===== src/hdl/texmb_pkg.sv =====
`timescale 1ns / 1ps
// ----------------------------------------------------------------------------
// texmb_pkg: shared types and constants of the mipmapped texture sampler
// Item and configuration structs, register indexes, filter and format codes.
// ----------------------------------------------------------------------------
package texmb_pkg;

   localparam int TEXEL_WORDS_DEF = 32768;
   localparam int MAX_DIM_DEF     = 128;
   localparam int MAX_LEVELS_DEF  = 8;
   localparam int QUEUE_DEPTH     = 4;

   localparam logic [2:0] CSR_TEX_WIDTH    = 3'd0;
   localparam logic [2:0] CSR_TEX_HEIGHT   = 3'd1;
   localparam logic [2:0] CSR_LEVEL_COUNT  = 3'd2;
   localparam logic [2:0] CSR_WRAP_S       = 3'd3;
   localparam logic [2:0] CSR_WRAP_T       = 3'd4;
   localparam logic [2:0] CSR_MAG_FILTER   = 3'd5;
   localparam logic [2:0] CSR_MIN_FILTER   = 3'd6;
   localparam logic [2:0] CSR_TEXEL_FORMAT = 3'd7;

   localparam logic       FUNC_WRITE  = 1'b0;
   localparam logic       FUNC_SAMPLE = 1'b1;

   localparam logic [1:0] MIN_MIP_NEAREST = 2'd2;
   localparam logic [1:0] MIN_MIP_LINEAR  = 2'd3;

   localparam logic [2:0] FMT_RGB565 = 3'd4;

   typedef struct packed {
      logic              func;
      logic [14:0]       texel_addr;
      logic [31:0]       texel_data;
      logic signed [19:0] coord_u;
      logic signed [19:0] coord_v;
      logic [11:0]       level_of_detail;
   } item_type;

   typedef struct packed {
      logic [7:0] tex_width;
      logic [7:0] tex_height;
      logic [3:0] level_count;
      logic       wrap_s;
      logic       wrap_t;
      logic       mag_filter;
      logic [1:0] min_filter;
      logic [2:0] texel_format;
   } cfg_type;

   typedef struct packed {
      logic idle;
      logic out_load;
   } back_status_type;

   // Unpack one texel word into four 8-bit channels, channel c at [8c+7:8c]
   function automatic logic [31:0] texel_channels(input logic [31:0] word,
                                                  input logic [2:0]  fmt);
      logic [31:0] ch;
      logic [4:0]  r5;
      logic [5:0]  g6;
      logic [4:0]  b5;
      begin
         ch = '0;
         r5 = word[15:11];
         g6 = word[10:5];
         b5 = word[4:0];
         if (fmt == FMT_RGB565) begin
            ch[7:0]   = {r5, r5[4:2]};
            ch[15:8]  = {g6, g6[5:4]};
            ch[23:16] = {b5, b5[4:2]};
         end else if (fmt < FMT_RGB565) begin
            for (int c = 0; c < 4; c++) begin
               if (c <= int'(fmt)) ch[8*c +: 8] = word[8*c +: 8];
            end
         end
         texel_channels = ch;
      end
   endfunction

endpackage


===== src/hdl/texmb_front.sv =====
`timescale 1ns / 1ps
// ----------------------------------------------------------------------------
// texmb_front: request queue
// Accepts write and sample transactions and holds them in order for the back.
// ----------------------------------------------------------------------------
module texmb_front import texmb_pkg::*; (
   input  logic     clock,
   input  logic     reset,
   input  logic     push,
   output logic     full,
   input  item_type push_item,
   output logic     q_valid,
   output item_type q_item,
   input  logic     q_pop
);

   localparam int PTRW = $clog2(QUEUE_DEPTH);

   item_type                slot_ff [QUEUE_DEPTH];
   logic [PTRW-1:0]         wptr_ff, wptr_in, rptr_ff, rptr_in;
   logic [PTRW:0]           count_ff, count_in;
   logic                    do_push, do_pop;

   assign full    = (count_ff == (PTRW+1)'(QUEUE_DEPTH));
   assign q_valid = (count_ff != '0);
   assign q_item  = slot_ff[rptr_ff];
   assign do_push = push && !full;
   assign do_pop  = q_pop && q_valid;

   always_comb begin
      wptr_in  = do_push ? wptr_ff + 1'b1 : wptr_ff;
      rptr_in  = do_pop ? rptr_ff + 1'b1 : rptr_ff;
      count_in = count_ff + (PTRW+1)'(do_push) - (PTRW+1)'(do_pop);
   end

   always_ff @(posedge clock) begin
      if (reset) begin
         wptr_ff  <= '0;
         rptr_ff  <= '0;
         count_ff <= '0;
      end else begin
         wptr_ff  <= wptr_in;
         rptr_ff  <= rptr_in;
         count_ff <= count_in;
      end
   end

   always_ff @(posedge clock) begin
      if (do_push) slot_ff[wptr_ff] <= push_item;
   end

endmodule


===== config.mk =====
export PLATFORM = sky130hd
export DESIGN_NAME = texmb_front
export DESIGN_NICKNAME = d
export VERILOG_FILES = /design/src/hdl/texmb_pkg.sv /design/src/hdl/texmb_front.sv
export SDC_FILE = /design/constraint.sdc
export NUM_CORES = 1
export LEC_CHECK = 0
export ABC_CLOCK_PERIOD_IN_PS = 3850
export BUFFER_PORTS_ARGS = -buffer_cell sky130_fd_sc_hd__buf_2
export CAP_MARGIN = 20
export CORE_ASPECT_RATIO = 0.75
export CORE_MARGIN = 3
export CORE_UTILIZATION = 51
export CTS_CLUSTER_DIAMETER = 150
export DETAILED_ROUTE_END_ITERATION = 12
export HOLD_SLACK_MARGIN = 0.02
export PLACE_DENSITY = 0.76
export RECOVER_POWER = 25
export SYNTH_ARGS = -nofsm -noshare
export SYNTH_HDL_FRONTEND = slang
export SYNTH_SLANG_ARGS = --single-unit

===== constraint.sdc =====
create_clock -name clock -period 3.85 [get_ports clock]
set_input_delay 0.77 -clock clock [delete_from_list [all_inputs] [get_ports clock]]
set_output_delay 0.77 -clock clock [all_outputs]
set_load 0.01 [all_outputs]

==> results of run 1 <==
## metal layers
layer | global-route usage (%) | vias up
met2 | 26.23 | 211
met5 | 0 | -
met3 | 5.260 | 40
met1 | 27.18 | 3385
li1 | - | 2923
met4 | 3.929 | 6
## cell families after synthesis
kind of cell	share of synthesized area, %
AOI/OAI and AO/OA	0.1835
DFF	81.29
adders and majority gates	0.6341
muxes	15.08
buffers and inverters	1.944
and+or+nand+nor	0.6841
xor gates and xnor gates	0.1752
## through the flow
step	worst slack (ns)	util [%]
after floorplan	1.068	-
final	0.8186	61.60
after global routing	0.6913	61.60
after global placement	1.147	57.90
after detailed placement	1.072	57.90
after CTS	0.7402	61.89
## registers in the layout (all words and copies together), names as in the netlist, named ones only
register	count
wptr_ff	2
count_ff	3
slot_ff	400
rptr_ff	2
## cell usage after synthesis
cell,count,share of area [%]
edfxtp_1,400,80
mux4_2,100,15
buf_12,10,1.3
buf_2,10,0.33
dfxtp_1,9,1.2
ha_1,6,0.50
inv_1,6,0.15
nor2_1,6,0.15
and2_1,5,0.21
nand2b_1,2,0.083
or3_1,2,0.083
xor2_1,2,0.12
a21oi_1,1,0.033
buf_1,1,0.025
buf_6,1,0.075
clkbuf_1,1,0.025
fa_1,1,0.13
mux2i_1,1,0.067
nor2b_1,1,0.042
nor3_1,1,0.033
nor3b_2,1,0.083
o21ai_0,1,0.033
o311ai_0,1,0.058
o31a_1,1,0.058
xnor2_1,1,0.058
## placed cells by master (no fill, tap or decap), types with 2 or more instances in the layout
master and n:
inv_1 6, clkbuf_1 70, clkbuf_16 39, nand2b_1 2, clkinv_2 6, inv_6 4
buf_12 9, dfxtp_4 2, edfxtp_1 400, buf_2 141, and2_4 4, mux4_2 100
xor2_1 2, buf_4 5, clkinv_1 9, dfxtp_1 7, nor2_1 6, ha_1 6
or3_1 2
## report_power, final
group / total (mW) / switching (mW) / internal [mW]
combinational: 2.61 / 1.36 / 1.26
sequential: 5.56 / 0.163 / 5.40
clock: 3.44 / 1.51 / 1.93
total: 11.6 / 3.03 / 8.58
## area by class of cell
cell class | count | area [um^2]
clock inverters | 21 | 136.4
inverters | 6 | 22.52
fillers | 1967 | 10920
well taps | 385 | 481.7
multi-input cells | 133 | 2524
flip-flops and latches | 409 | 12200
clock buffers | 45 | 998.5
repair buffers | 219 | 1164
## final timing paths
| check | endpoint | slack [ns] |
|---|---|---|
| hold / removal | slot_ff[2][21]$_DFFE_PP_ | 0.46 |
| setup / recovery | q_item[48] | 0.82 |
| setup reg to reg | count_ff[2]$_SDFF_PP0_ | 1.42 |
| hold reg to reg | rptr_ff[1]$_SDFFE_PP0P_ | 0.53 |
==> results.yml, run 1 <==
critical_path:
  cp.required_ns: 3.08
  reg2reg_depth: 11
  path_cells: "buf_12 -> mux4_2 -> buf_2"
  cp_top_family: "flip-flops"
  slowest_delay_ns: 0.69
  cp.depth: 3
  critPathSlowestCell: "dfxtp_4"
  r2r-start: "count_ff[1]$_SDFF_PP0_"
  worstSetupEndpointType: "output port"
  crit_path_start_kind: "flip-flop"
  cp.arrival_ns: 2.26
  critical_path_buf_inv_count: 2
  worstPathMaxFanout: 67
  critPathKind: "flip-flop to output port"
clock_network:
  hold_buffers: 0
  h-tree-depth: 2
  cts_root_buf: "clkbuf_16"
  clk_pin_slew_ns: 0.06
  clkSinkCount: 409
  cts_setup_buffers: 0
  post_cts_resized: 0
  clock_latency_ns: 0.53
  cts_tree: "done"
  cts.path.max_buffers: 3
  cts_made_buffers: 39
sta:
  period_share_pct: 78.74
  slew_viol_final: 0
  finalHoldViolCount: 0
  slew_headroom_pct: 58.54
  fmax_mhz: 329.9
  holdWs_ns: 0.4637
  setup_violations: 0
  clock_skew_ns: 0.01252
  max_slew.worst_pin.slew_ns: 0.6220
  setup_tns_ns: 0
  rsz0062_at_grt: "no"
  finalCriticalPeriod_ns: 3.031
job:
  cap_violations: 0
routing:
  avgRoutedWirePerCell_um: 22.36
  firstDrtPassIters: 4
  top_layer_used: "met5"
  wl_met2_mm: 12.33
  drc: 0
  wl_met3_mm: 2.262
  via_count: 6565
  drt_iter0_drc: 484
  routed_wl_mm: 27.24
  viasPerCell: 5.390
  wl_met1_mm: 12.18
  ant_nets: 0
yosys:
  yosysWarnings: 0
  syn-num-nets: 682
  syn_avg_cell_area_um2: 26.26
  ys_types: 25
  synthCells: 571
  ys_seq_area_share_pct: 81.29
  ys_seq_elements: 409
  synth_area_um2: 15000
pwr:
  vdd_drop_max_mv: 0.5363
  p_total_mw: 11.61
  p_per_area_nw_per_um2: 662.3
  power.leakage_nw: 5.704
global_route:
  antenna_found_initial: 3
  overflow: 0
  grt_max_degree: 68
  grt_pass1_wl_mm: 42.41
  track_usage_pct: 17.86
  grt_pass1_vias: 7158
place:
  port_buffers: 205
  place.gp.congestion: 0.7280
  dp.cells: 1152
  hpwl_mm: 16.82
  placed_area_um2: 16470
floorplanning:
  die_y_um: 154.5
  core_um2: 28450
  num_io_pins: 206
  dieArea_um2: 31520
  die_w_um: 204.0
  start_util_pct: 52.72
  rows: 53
layout:
  finalNonFillerCells: 1218
  area_delta_synth_final_pct: 16.86
  layout-drive-gt1-share_pct: 37.58
  diodes: 0
  design_area_um2: 17530
  nets: 919
worst_hold_path:
  hp-class: "primary input to flip-flop"
  holdPathStages: 1
  worstHoldStart: "push_item[21]"
status:
  status: "completed"
(Power assumes the default switching activity.)
==> run 2, diff against run 1 <==
--- a/config.mk
+++ b/config.mk
@@ -5,16 +5,17 @@
 export SDC_FILE = /design/constraint.sdc
 export NUM_CORES = 1
 export LEC_CHECK = 0
-export ABC_CLOCK_PERIOD_IN_PS = 3850
+export ABC_AREA = 1
+export ABC_CLOCK_PERIOD_IN_PS = 2580
 export BUFFER_PORTS_ARGS = -buffer_cell sky130_fd_sc_hd__buf_2
 export CAP_MARGIN = 20
 export CORE_ASPECT_RATIO = 0.75
 export CORE_MARGIN = 3
-export CORE_UTILIZATION = 51
+export CORE_UTILIZATION = 52
 export CTS_CLUSTER_DIAMETER = 150
 export DETAILED_ROUTE_END_ITERATION = 12
 export HOLD_SLACK_MARGIN = 0.02
-export PLACE_DENSITY = 0.76
+export PLACE_DENSITY = 0.77
 export RECOVER_POWER = 25
 export SYNTH_ARGS = -nofsm -noshare
 export SYNTH_HDL_FRONTEND = slang
==> constraint.sdc (replaced) <==
create_clock -name clock -period 2.58 [get_ports clock]
set_input_delay 0.516 -clock clock [delete_from_list [all_inputs] [get_ports clock]]
set_output_delay 0.516 -clock clock [all_outputs]
set_load 0.01 [all_outputs]
==> run 2 against run 1 <==
Critical path depth grew 2. Final area grew 3.0%. Highest routed layer unchanged. First-iteration DRC count grew 49%.
==> results.yml, run 2 <==
critical_path:
  path_cells: "inv_6 -> buf_16 -> nor2_1 -> o22ai_1 -> buf_2"
  critPathKind: "flip-flop to output port"
  crit_path_start_kind: "flip-flop"
  cp.required_ns: 2.06
  critPathSlowestCell: "dfxtp_4"
  cp.arrival_ns: 1.99
  critical_path_buf_inv_count: 3
  slowest_delay_ns: 0.38
  worstSetupEndpointType: "output port"
  cp_top_family: "buffers and inverters"
  worstPathMaxFanout: 58
routing:
  routed_wl_mm: 32.38
  drt_iter0_drc: 720
  drc: 0
  viasPerCell: 5.600
  firstDrtPassIters: 5
  via_count: 9251
  avgRoutedWirePerCell_um: 19.60
  ant_nets: 0
sta:
  slew_headroom_pct: 62.67
  fmax_mhz: 398.9
  finalCriticalPeriod_ns: 2.507
  finalHoldViolCount: 0
  finalWorstSetupSlack_ns: 0.07291
  clock_skew_ns: 0.01434
  holdWs_ns: 0.1727
  slew_viol_final: 0
  setup_violations: 0
  period_share_pct: 97.17
  max_slew.worst_pin.slew_ns: 0.5586
  rsz0062_at_grt: "yes"
clock_network:
  clkSinkCount: 409
  cts_setup_buffers: 0
  cts_root_buf: "clkbuf_16"
  cts_made_buffers: 39
  cts.path.max_buffers: 3
  clk_pin_slew_ns: 0.06
  cts_tree: "done"
  h-tree-depth: 2
  clock_latency_ns: 0.52
global_route:
  grt_pass1_vias: 9196
  grt_pass1_wl_mm: 50.30
  track_usage_pct: 20.16
  grt_max_degree: 102
  overflow: 0
  antenna_found_initial: 2
layout:
  largest_register_ffs: 400
  design_area_um2: 18040
  mostFrequentLayoutCells: "edfxtp_1 (400), nor2_1 (208), buf_2 (140), o21ai_0 (101), o22ai_1 (98)"
  nets: 1350
  area_delta_synth_final_pct: 16.92
  layout_commonest_cell: "edfxtp_1"
  regMostFlops: "slot_ff"
  finalNonFillerCells: 1652
  top_regs: "slot_ff x400, count_ff x3"
  layout-drive-gt1-share_pct: 18.64
  fillers: 2060
floorplanning:
  dieArea_um2: 31810
  die_w_um: 204.9
  rows: 53
  die_y_um: 155.2
  start_util_pct: 54.00
  num_io_pins: 206
  core_um2: 28580
yosys:
  syn_avg_cell_area_um2: 14.94
  synth-async-reset-ratio_pct: 0
  ys_types: 25
  ys_seq_area_share_pct: 78.99
  synthCells: 1033
  ys.flop_type: "edfxtp_1"
  synth_most_common_cell: "edfxtp_1"
  ys_seq_elements: 409
  yosys.area.top_type: "edfxtp_1"
  yosys-top-cells-count: "edfxtp_1 (400), nor2_1 (212), o21ai_0 (101)"
  synth_area_um2: 15430
  synth_area_leaders: "edfxtp_1 (78%), nor2_1 (5.2%), o22ai_1 (4.0%)"
  syn-num-nets: 1144
  synth_edf_count: 400
  yosysWarnings: 0
  synth_top_area_share_pct: 77.83
worst_hold_path:
  hp-class: "primary input to flip-flop"
place:
  hpwl_mm: 18.78
  placed_area_um2: 16880
  place.gp.congestion: 0.7564
  place_worst_setup_slack_ns: 0.4274
  dp.cells: 1583
  port_buffers: 205
pwr:
  switchingPower_mw: 5.186
  power.leakage_nw: 6.180
  internal-power_mw: 12.68
  vdd_drop_max_mv: 0.9254
  power_frac_comb_pct: 23.2
  p_per_area_nw_per_um2: 990.4
  sequentialPowerShare_pct: 46.2
  netSwitchingFraction_pct: 29.02
  p_clk_share_pct: 30.6
job:
  cap_violations: 0
status:
  status: "completed"
[run 2: cell count changes in the layout (fill, tap and decap cells not counted), moves of 4 or more]
cell and delta:
inv_1 +9, nand2_1 +10, o21ai_1 +96, o22ai_1 +98, o21ai_0 +100, o21ai_2 +4, clkinv_1 -4, nor2_4 +4
nor2_1 +202, clkbuf_1 +5, and2_4 -4, buf_12 +6, mux4_2 -100
[run 2: timing repair]
item / 4_1_cts / 5_1_grt
endpoints found under the setup margin: 0 / 52
gates resized for setup: 0 / 5
hold buffers: 0 / 0
[run 2: routing by layer]
metal / GRT usage, % / part of all wire [%] / vias to the layer above
met1: 28.21 / 43 / 4582
met3: 4.894 / 8.0 / 52
li1: - / - / 4307
met5: 0 / 0.077 / -
met2: 32.13 / 47 / 306
met4: 5.593 / 1.7 / 4
[run 2: cells by family after synthesis]
group | Yosys count | synth area share (%)
compound gates | 307 | 10.94
simple gates | 228 | 5.586
buf+inv | 82 | 3.867
fa+ha+maj | 7 | 0.6161
flops | 409 | 78.99
[run 2: cell type report]
type,instances,area [um^2],share of cell area [%]
Sequential cell,409,12200,67.61
Clock inverter,17,153.9,0.8529
Antenna cell,1,2.502,0.01387
Tap cell,385,481.7,2.670
Clock buffer,51,1064,5.894
Inverter,17,71.32,0.3952
Timing Repair Buffer,230,1380,7.648
Multi-Input combinational cell,542,2691,14.91
[run 2: through the flow]
stage | total power [mW] | setup TNS [ns] | utilization (%)
detailed placement | 12.57 | 0 | 59.05
CTS | 18.04 | 0 | 63.31
global route | 18.72 | -0.1640 | 63.13
finish | 17.87 | 0 | 63.14
global placement | 12.45 | 0 | 59.05
floorplan | 11.04 | 0 | -
[run 2: final timing paths]
kind                                         startpoint                      end  slack, ns  depth (start not counted)
worst max register to register   count_ff[1]$_SDFF_PP0_   count_ff[2]$_SDFF_PP0_       0.45                         10
worst min register to register  rptr_ff[0]$_SDFFE_PP0P_  rptr_ff[0]$_SDFFE_PP0P_       0.51                          2
worst min-delay path                              reset   count_ff[1]$_SDFF_PP0_       0.17                          2
worst max-delay path                          flip-flop               q_item[44]       0.07                          5
[run 2: power groups by stage]
stage                     Combinational, mW  Clock, mW  Sequential [mW]
after detailed placement               4.17          0             8.40
after global routing                   4.58       5.83             8.31
after CTS                              4.20       5.57             8.26
final                                  4.15       5.46             8.26
after global placement                 4.07          0             8.37
after floorplan                        2.67          0             8.38
==> run 3, diff against run 2 <==
--- a/config.mk
+++ b/config.mk
@@ -17,6 +17,7 @@
 export HOLD_SLACK_MARGIN = 0.02
 export PLACE_DENSITY = 0.77
 export RECOVER_POWER = 25
+export SETUP_SLACK_MARGIN = 0.5
 export SYNTH_ARGS = -nofsm -noshare
 export SYNTH_HDL_FRONTEND = slang
 export SYNTH_SLANG_ARGS = --single-unit
==> run 3 against run 2 <==
Via count is 6.6% higher. Hold slack worse by 0.0048 ns. Critical path depth is 1 higher. First-iteration DRC count increased by 32%. Count of clock-buffer cells in the layout grew 5. Wire length increased by 23%. Sequential share of layout area is 4.0 points lower. Clock skew increased by 0.0026 ns. Core utilization increased by 4.0 points. Critical endpoint is now q_item[90].
==> results.yml, run 3 (synthesis results as in run 2) <==
critical_path:
  r2r_slack_ns: 0.69
  reg2reg_depth: 10
  path_cells: "buf_12 -> buf_4 -> inv_12 -> o21ai_1 -> o22ai_1 -> buf_2"
  cp.arrival_ns: 1.88
  crit_path_start_kind: "flip-flop"
  cp.required_ns: 2.06
  slowest_delay_ns: 0.38
  critical_path_buf_inv_count: 4
  critPathKind: "flip-flop to output port"
  r2r-start: "count_ff[1]$_SDFF_PP0_"
  critPathSlowestCell: "dfxtp_4"
  worstPathMaxFanout: 11
  r2r_end: "count_ff[2]$_SDFF_PP0_"
  worstSetupEndpointType: "output port"
  cp_top_family: "buffers and inverters"
worst_hold_path:
  worstHoldStart: "reset"
  holdPathStages: 2
  min_to: "count_ff[1]$_SDFF_PP0_"
  hp-class: "primary input to flip-flop"
routing:
  top_layer_used: "met5"
  avgRoutedWirePerCell_um: 23.25
  firstDrtPassIters: 6
  wl_met1_mm: 16.66
  wl_met2_mm: 18.60
  drc: 0
  via_count: 9863
  drt_iter0_drc: 951
  ant_nets: 0
  viasPerCell: 5.764
  routed_wl_mm: 39.77
  wl_met3_mm: 3.768
sta:
  finalWorstSetupSlack_ns: 0.1843
  slew_viol_final: 0
  slew_headroom_pct: 60.09
  holdWs_ns: 0.1679
  fmax_mhz: 417.4
  rsz0062_at_grt: "yes"
  period_share_pct: 92.86
  max_slew.worst_pin.slew_ns: 0.5972
  clock_skew_ns: 0.01698
  finalCriticalPeriod_ns: 2.396
  setup_tns_ns: 0
  setup_violations: 0
  finalHoldViolCount: 0
clock_network:
  h-tree-depth: 2
  cts_tree: "done"
  clkSinkCount: 409
  cts_root_buf: "clkbuf_16"
  clk_pin_slew_ns: 0.06
  cts_made_buffers: 39
  clock_latency_ns: 0.53
  cts.path.max_buffers: 3
  hold_buffers: 0
floorplanning:
  rows: 53
  num_io_pins: 206
  dieArea_um2: 31810
  core_um2: 28580
  start_util_pct: 54.00
  die_y_um: 155.2
  die_w_um: 204.9
place:
  place_worst_setup_slack_ns: 0.4482
  hpwl_mm: 20.25
  port_buffers: 205
  place.gp.congestion: 0.7954
  placed_area_um2: 17030
layout:
  finalCoreUtilization_pct: 67.18
  layout-drive-gt1-share_pct: 24.05
  area_delta_synth_final_pct: 24.42
  largest_register_ffs: 400
  design_area_um2: 19200
  nets: 1403
  top_regs: "slot_ff x400, count_ff x3"
  layout_commonest_cell: "edfxtp_1"
  mostFrequentLayoutCells: "edfxtp_1 (400), nor2_1 (203), buf_2 (140), o21ai_1 (106), o22ai_1 (86)"
  regMostFlops: "slot_ff"
pwr:
  power.leakage_nw: 6.709
  vdd_drop_max_mv: 0.6723
  p_per_area_nw_per_um2: 1012
global_route:
  track_usage_pct: 22.87
  grt_pass1_vias: 9613
  antenna_found_initial: 3
  grt_max_degree: 59
  grt_pass1_wl_mm: 55.76
  overflow: 0
status:
  status: "completed"
job:
  cap_violations: 0
[run 3: worst max path at each step]
stage          slack (ns)                   start  cells past startpoint                       to
3_3_place_gp         0.46               flip-flop                      5               q_item[66]
5_1_grt              0.12               flip-flop                      6               q_item[90]
4_1_cts              0.22               flip-flop                      6               q_item[42]
6_report             0.18               flip-flop                      6               q_item[90]
2_1_floorplan        0.08  count_ff[1]$_SDFF_PP0_                      4  slot_ff[0][0]$_DFFE_PP_
3_5_place_dp         0.45               flip-flop                      5               q_item[66]
[run 3: layer usage]
| layer | global-route usage, % | vias to the layer above |
|---|---|---|
| li1 | - | 4452 |
| met1 | 32.39 | 4869 |
| met2 | 36.02 | 469 |
| met3 | 5.857 | 67 |
| met4 | 5.886 | 6 |
| met5 | 0 | - |
[run 3: what timing repair did]
item / in CTS / in global routing
cloned: 12 / 14
buffers inserted: 11 / 1
endpoints found under the setup margin: 100 / 101
pin swaps: 4 / 16
gates resized for setup: 42 / 52
[run 3: area by class of cell]
class | instances | area, um^2
Inverter | 17 | 82.58
Clock buffer | 56 | 1092
Multi-Input combinational cell | 542 | 2828
Timing Repair inverter | 5 | 58.81
Tap cell | 385 | 481.7
Sequential cell | 409 | 12210
Clock inverter | 15 | 143.9
Timing Repair Buffer | 278 | 2298
Fill cell | 1924 | 9379
Antenna cell | 4 | 10.01
[run 3: through the flow]
| step | cells | total power, mW |
|---|---|---|
| floorplan | 1033 | 11.08 |
| global placement | 1598 | 12.57 |
| detailed placement | 1598 | 12.67 |
| CTS | 1692 | 18.94 |
| global route | 1707 | 20.23 |
| finish | 1711 | 19.43 |
[run 3: power by group]
part / internal [mW] / switching [mW] / leakage (nW) / total (mW)
clock network: 3.25 / 2.33 / 0.607 / 5.58
logic: 2.21 / 3.35 / 2.36 / 5.56
registers: 8.09 / 0.204 / 3.74 / 8.29
[run 3: worst register-to-register path, cell delays in order, from the launching register on]
cell and delay (ns):
dfxtp_4 0.36, nor2_4 0.14, nand2_4 0.11, nand2_8 0.12
ha_1 0.23, inv_1 0.05, ha_1 0.13, inv_1 0.05
fa_1 0.40, a21boi_0 0.14, nor2_1 0.10
